==> src/hw/rtl/qalu_pkg.sv <==
`timescale 1ns / 1ps
// qalu_pkg: shared types, constants and helpers of the quaternion arithmetic unit
// no dependencies; used by quaternion_alu, qalu_lane, qalu_div and qalu_sqrt
package qalu_pkg;

	localparam int FRAC_BITS_DEF = 16;
	localparam int NUM_LANES     = 4;
	localparam int DIV_STEPS     = 32;
	localparam int SQRT_STEPS    = 31;
	localparam int PIPE_DEPTH    = DIV_STEPS + 3;
	localparam int SUM_W         = 66;

	localparam logic signed [31:0] S32_MAX = 32'sh7fff_ffff;
	localparam logic signed [31:0] S32_MIN = 32'sh8000_0000;

	typedef enum logic [2:0] {
		OP_ADD,
		OP_SUB,
		OP_MUL,
		OP_SCALE,
		OP_DIV,
		OP_NSQ,
		OP_NORM,
		OP_NOP
	} op_t;

	// sign of each Hamilton product term, one row per result part, bit k = term k
	localparam logic [3:0] HAM_NEG [NUM_LANES] = '{4'b1110, 4'b0100, 4'b1000, 4'b0010};

	typedef struct packed {
		op_t                         op;
		logic [NUM_LANES-1:0][31:0]  mul_a;
		logic [NUM_LANES-1:0][31:0]  mul_b;
		logic [NUM_LANES-1:0]        mul_neg;
		logic signed [31:0]          add_a;
		logic signed [31:0]          add_b;
		logic signed [31:0]          div_num;
		logic signed [31:0]          div_den;
	} lane_req_t;

	typedef struct packed {
		logic signed [31:0] val;
		logic               sat;
	} sat_val_t;

	typedef struct packed {
		op_t                op;
		logic signed [31:0] val;
		logic               sat;
		logic               dz;
	} lane_res_t;

	typedef struct packed {
		logic [31:0] quo;
		logic        ovf;
		logic        neg;
		logic        dz;
		logic        bneg;
	} div_res_t;

	// clip a wide signed value into 32 bits
	function automatic sat_val_t clip66(input logic signed [SUM_W-1:0] v);
		sat_val_t         o;
		logic [SUM_W-32:0] hi;
		hi = v[SUM_W-1:31];
		if (hi == '0 || hi == '1) begin
			o.val = v[31:0];
			o.sat = 1'b0;
		end else begin
			o.val = v[SUM_W-1] ? S32_MIN : S32_MAX;
			o.sat = 1'b1;
		end
		return o;
	endfunction

endpackage

==> src/hw/rtl/qalu_sqrt.sv <==
`timescale 1ns / 1ps
// qalu_sqrt: pipelined integer square root of the sum of squares, rounded and clipped
// depends on qalu_pkg
module qalu_sqrt (
	input  logic                                clk,
	input  logic                                en,
	input  logic signed [qalu_pkg::SUM_W-1:0]   sum,
	output qalu_pkg::sat_val_t                  res
);
	import qalu_pkg::*;

	localparam int RW = 62;

	logic [RW-1:0] v_q   [SQRT_STEPS];
	logic [RW-1:0] r_q   [SQRT_STEPS];
	logic          big_q [SQRT_STEPS];
	logic [32:0]   qr;
	sat_val_t      res_q;

	// one root bit per stage, from the top pair of bits down
	for (genvar t = 0; t < SQRT_STEPS; t++) begin : g_step
		localparam logic [RW-1:0] BIT = RW'(1) << (2 * (SQRT_STEPS - 1 - t));
		logic [RW-1:0] v_in;
		logic [RW-1:0] r_in;
		logic [RW-1:0] trial;
		logic          big_in;

		if (t == 0) begin : g_first
			assign v_in   = sum[RW-1:0];
			assign r_in   = '0;
			assign big_in = (sum[SUM_W-1:RW] != '0);
		end else begin : g_next
			assign v_in   = v_q[t-1];
			assign r_in   = r_q[t-1];
			assign big_in = big_q[t-1];
		end

		assign trial = r_in + BIT;

		always_ff @(posedge clk) begin
			if (en) begin
				if (v_in >= trial) begin
					v_q[t] <= v_in - trial;
					r_q[t] <= (r_in >> 1) + BIT;
				end else begin
					v_q[t] <= v_in;
					r_q[t] <= r_in >> 1;
				end
				big_q[t] <= big_in;
			end
		end
	end

	// round to nearest with the remainder, then clip
	assign qr = {1'b0, r_q[SQRT_STEPS-1][31:0]}
		+ 33'(v_q[SQRT_STEPS-1] > r_q[SQRT_STEPS-1]);

	always_ff @(posedge clk) begin
		if (en) begin
			if (big_q[SQRT_STEPS-1] || qr[32] || qr[31]) begin
				res_q.val <= S32_MAX;
				res_q.sat <= 1'b1;
			end else begin
				res_q.val <= qr[31:0];
				res_q.sat <= 1'b0;
			end
		end
	end

	assign res = res_q;

endmodule

==> config.mk <==
export PLATFORM = sky130hd
export DESIGN_NAME = qalu_sqrt
export DESIGN_NICKNAME = d
export VERILOG_FILES = /design/src/hw/rtl/qalu_pkg.sv /design/src/hw/rtl/qalu_sqrt.sv
export SDC_FILE = /design/constraint.sdc
export NUM_CORES = 2
export LEC_CHECK = 0
export BUFFER_PORTS_ARGS = -buffer_cell sky130_fd_sc_hd__buf_4
export CAP_MARGIN = 15
export CORE_ASPECT_RATIO = 1.4
export CORE_MARGIN = 2
export CORE_UTILIZATION = 50
export CTS_BUF_LIST = sky130_fd_sc_hd__clkbuf_4 sky130_fd_sc_hd__clkbuf_8 sky130_fd_sc_hd__clkbuf_16
export DETAILED_ROUTE_END_ITERATION = 12
export PLACE_DENSITY = 0.65
export SLEW_MARGIN = 10
export SYNTH_ARGS = -nofsm -noshare
export SYNTH_HDL_FRONTEND = slang
export SYNTH_SLANG_ARGS = --single-unit
==> constraint.sdc <==
create_clock -name clk -period 5.5 [get_ports clk]
set_input_delay 1.1 -clock clk [delete_from_list [all_inputs] [get_ports clk]]
set_output_delay 1.1 -clock clk [all_outputs]
set_load 0.01 [all_outputs]
## After elaboration in Yosys (flattened, before gate mapping)

Memories as Yosys holds them, arrays and structs flattened.
Cells that the tools add are included.

| operators by class | value |
|---|---|
| add/subtract/negate cells | 92 |
| $lt $le $gt $ge | 32 |
| muxes and demuxes | 251 |
| bitwise logic cells | 62 |
| reduce and logical (&&, ||, !) cells | 3 |

Operators by type and width:

| cell | count |
|---|---|
| two-way mux 62 bit | 62 |
| greater-or-equal comparator 62 bit | 30 |
| subtractor 62 bit | 30 |
| two-way mux 1 bit | 189 |
| adder 61 x 1 -> 62 bit (second input constant) | 1 |
| adder 61 x 11 -> 62 bit (second input constant) | 1 |
| adder 61 x 13 -> 62 bit (second input constant) | 1 |
| adder 61 x 15 -> 62 bit (second input constant) | 1 |
| adder 61 x 17 -> 62 bit (second input constant) | 1 |
| adder 61 x 19 -> 62 bit (second input constant) | 1 |
| adder 61 x 21 -> 62 bit (second input constant) | 1 |
| adder 61 x 23 -> 62 bit (second input constant) | 1 |
| adder 61 x 25 -> 62 bit (second input constant) | 1 |
| adder 61 x 27 -> 62 bit (second input constant) | 1 |
| adder 61 x 29 -> 62 bit (second input constant) | 1 |
| adder 61 x 3 -> 62 bit (second input constant) | 1 |
| adder 61 x 31 -> 62 bit (second input constant) | 1 |
| adder 61 x 33 -> 62 bit (second input constant) | 1 |
| adder 61 x 35 -> 62 bit (second input constant) | 1 |
| adder 61 x 37 -> 62 bit (second input constant) | 1 |
| adder 61 x 39 -> 62 bit (second input constant) | 1 |
| adder 61 x 41 -> 62 bit (second input constant) | 1 |
| adder 61 x 43 -> 62 bit (second input constant) | 1 |
| adder 61 x 45 -> 62 bit (second input constant) | 1 |
| 47 further kinds | 109 |

| word-level totals | value |
|---|---|
| flip-flop bits (word level) | 33 |
| bits in writable memories | 3875 |
| input port bits | 68 |
| output and inout port bits | 33 |
| logic and storage cells | 445 |
| memories | 3 |

Memory list:

| name | depth | width | rd ports | clocked after Yosys merged registers in | wr ports | RTL line | text |
|---|---|---|---|---|---|---|---|
| r_q | 31 | 62 | 31 | 0 | 31 | qalu_sqrt.sv:15 | `logic [RW-1:0] r_q [SQRT_STEPS];` |
| v_q | 31 | 62 | 31 | 0 | 31 | qalu_sqrt.sv:14 | `logic [RW-1:0] v_q [SQRT_STEPS];` |
| big_q | 31 | 1 | 31 | 0 | 31 | qalu_sqrt.sv:16 | `logic big_q [SQRT_STEPS];` |

## Depth between registers and ports, before layout

An unclocked memory read counts as a cell.

| depth | value |
|---|---|
| depth after elaboration | 7 |
| depth in mapped cells | 22 |
| gate-level depth less buffers | 21 |

## Least setup slack after synthesis

Ideal clock, no wire load.

| timing path | value |
|---|---|
| path kind | input-to-reg |
| start point | input en |
| end point | memory r_q[30][0], in the netlist r_q[1][868] (enable) |
| library setup time | 0.485 ns |
| arrival time | 4.669 ns |
| data required time | 5.015 ns |
| setup slack | 0.347 ns |
| cell stages on the path | 5 |
| buffers on the path | 5 |
| cell sequence | clkbuf_1 clkbuf_1 clkbuf_1 clkbuf_1 clkbuf_1 |

RTL lines:

| item | RTL line | text |
|---|---|---|
| from (decl) | qalu_sqrt.sv:6 | `input logic en,` |
| to (decl) | qalu_sqrt.sv:15 |  |

==> run summary <==
The via density per instance is 5.92. The most used flip-flop cell after synthesis is edfxtp_1. The sequential element share of the synthesized area came out at 0.610. After clock tree synthesis, the setup repair step added 0 buffers. The chip height came out at 589 um.

The placement row count came out at 214. The count of nets left with antenna violations once routing finished came out at 0. The first-pass GRT wire length is 500,000 um. The number of sinks handled by clock tree synthesis came out at 2,482. At the pin with the least slew margin, the transition time is 1.15 ns.

The total DRC errors in the routed layout came out at 0. The relative max-transition margin is 0.236. The post-detailed-placement half-perimeter wirelength is 262,000 um. In this run, synthesis inferred 2,482 flip-flops with an integrated enable. The proportion of register bits with asynchronous set or reset after synthesis is 0. The floorplan core area came out at 0.243 mm^2. The number of port buffers came out at 100. The number of failing setup endpoints in the final timing report is 0. Clock-pin slew was measured on the worst setup and hold paths at 0.06 ns. Yosys printed 0 warnings.

The final number of hold-violating endpoints came out at 0. The global routing usage summed across all routing layers came out at 0.266. In this run, synthesis produced a sequential element count of 2,482. The fraction of the cycle the final worst path needs came out at 0.868. The average cell area after synthesis came out at 12.1 um^2. The number of buffers between clock root and the deepest sink came out at 4.

The signed area change from the synthesized netlist to the final layout came out at 10.8%. Timing would allow up to 0.209 GHz. The number of clock buffers inserted by TritonCTS is 240. After the last flow step, the layout net total stands at 10,878. The floorplan die width came out at 422 um.

The maximum vdd ir drop came out at 0.333 mV. The register-to-register path setup slack is 0.72 ns. The via count came out at 80,999.

The initial antenna violation count is 3. The I/O pin total came out at 101. After the first detailed-routing iteration, the DRC count stood at 6,313. The top fanout value on the critical path is 5. STA classifies the critical path endpoint as a flop.

The critical path is of the reg -> reg type. The count of hold buffers inserted by post-cts repair is 0. The most frequent standard cell in the layout excluding fill and tap cells is edfxtp_1. Entering global routing, the biggest net connects 208 pins. Leaving out filler cells and counting taps, the final layout contains 13,685. Setup total negative slack on the finished layout was measured at 0 ns. The required time of the worst setup path is 6.13 ns. The number of iterations in the first detailed-routing pass is 6. The count of cell types in the netlist is 98. The worst setup path is launched from a flop.

The via count of the first global-routing pass is 80,396. The number of maximum-capacitance violations came out at 0. The path class of the tightest hold or removal check is in -> reg. The netlist area before placement is 0.122 mm^2. TritonCTS built the clock tree. When the netlist entered floorplanning its net count stood at 10,697. The worst hold margin came out at 0.357 ns. In the layout the commonest cells are edfxtp_1, nand2_1, inv_1, o21ai_0, nor2_1.

The final estimated routing congestion in global placement came out at 0.969. The time the worst path needs with I/O delays and setup came out at 4.78 ns. The run finished with clean final reports. The routed length per placed instance came out at 24.7 um. The number of placed instances with taps included is 13,247.

The worst-case clock skew is 0.0879 ns. Clock tree synthesis selected as its root buffer the cell clkbuf_16. STA puts the critical path data arrival time at 5.40 ns. The final number of max-transition violations came out at 0. The worst-skew pair later-pin latency came out at 0.93 ns. Setup repair after global routing left no endpoint under its margin. The wire length after detailed routing came out at 338,000 um. The number of cells produced by synthesis is 10,068. Gates resized during post-CTS repair numbered 0. The analysis attributes to cell leakage a power of 49.8 nW. The starting utilization of the core area is 0.503.

For this design the ratio of total power to cell area is 417 mW/mm^2. The total number of H-tree levels is 4. The total congestion overflow is 0. The die footprint is 0.248 mm^2. In the final layout, the share of cells above drive strength 1 is 0.0705.
## flip-flops by register name, summed over array words and instances, names as in the netlist
| name | count |
|---|---|
| v_q | 1922 |
| r_q | 496 |
| res | 33 |
| big_q | 31 |
## path summary, 6_finish.rpt
path / startpoint / cells past startpoint / endpoint
setup / recovery: r_q[1][893]$_DFFE_PP_ / 19 / res[29]$_SDFFCE_PP1P_
hold / removal: sum[15] / 1 / v_q[0][15]$_DFFE_PP_
setup reg to reg: r_q[1][893]$_DFFE_PP_ / 19 / res[29]$_SDFFCE_PP1P_
hold reg to reg: v_q[1][132]$_DFFE_PP_ / 0 / v_q[1][194]$_DFFE_PP_
## through the flow
stage	power, mW	cell area [um^2]	utilization	worst slack, ns
4_1_cts	56.7	135000	0.557	0.768
2_1_floorplan	34.5	122000	-	0.347
6_report	56.4	135000	0.557	0.725
3_3_place_gp	38.9	127000	0.523	0.823
5_1_grt	58.9	135000	0.557	0.370
3_5_place_dp	39.0	127000	0.523	0.816
## cell type report
cell class	count	area, um^2
fill	19980	108000
sequential	2482	74500
multi-input combinational	6652	44200
clock buffer	274	6310
tap	3240	4050
inverter	688	2580
clock inverter	163	2070
timing repair buffer	185	1540
antenna	1	2.50
## synthesized netlist by cell type (23+ instances only)
library cell,number,area share
nor2b_1,70,0.0036
or4_1,86,0.0053
ha_1,561,0.057
nand4b_1,35,0.0025
xnor2_1,455,0.033
o31ai_1,43,0.0026
and3_1,43,0.0022
nand2_1,854,0.026
nor2_1,595,0.018
nand3_1,182,0.0075
o21bai_1,55,0.0034
nor4_1,366,0.019
nand2b_1,98,0.0050
a211oi_1,62,0.0038
clkbuf_1,214,0.0066
o21ai_0,609,0.025
o211ai_1,39,0.0024
a21boi_0,25,0.0015
nor3_1,281,0.012
and2_1,31,0.0016
a21o_1,207,0.013
or2_2,38,0.0019
nand4_1,201,0.010
a21oi_1,537,0.022
a31oi_1,50,0.0026
inv_1,687,0.021
xor2_1,457,0.033
o21a_1,103,0.0063
or3_1,109,0.0056
edfxtp_1,2482,0.61
nor3b_1,23,0.0014
mux2_2,48,0.0044
nor4b_1,63,0.0045
## routing by layer
layer,vias to the layer above,GRT usage,routed length (um)
met1,39574,0.273,117000
met2,2430,0.509,184000
met4,0,0.169,24300
li1,38084,-,-
met5,-,0,0
met3,911,0.0310,12800
## report_power, final
| group | internal [mW] | total, mW | switching, mW |
|---|---|---|---|
| combinational | 4.76 | 12.5 | 7.73 |
| clock | 10.4 | 17.6 | 7.25 |
| sequential | 24.0 | 26.3 | 2.28 |
| total | 39.2 | 56.4 | 17.3 |
## cells by family after synthesis
logic type / share of synthesized area
compound gates: 0.0973
mux: 0.00569
flops: 0.610
simple gates: 0.135
other cells: 0.0000307
xor+xnor: 0.0654
fa+ha+maj: 0.0575
buf+inv: 0.0290
## worst max-delay path: stages (launching register included)
cell,delay [ns]
edfxtp_1,0.37
inv_1,0.11
ha_1,0.32
nand4_1,0.12
nor2_1,0.13
nand3_1,0.13
or3_1,0.42
o221ai_1,0.18
a21oi_1,0.06
o31ai_1,0.37
ha_1,0.27
ha_1,0.21
and2_1,0.23
nor2b_1,0.28
nand3_1,0.21
or3_1,0.50
nor2_1,0.26
nand2_1,0.10
xnor2_1,0.17
nand2_1,0.07
No activity file was read; power rests on OpenSTA's default activity.
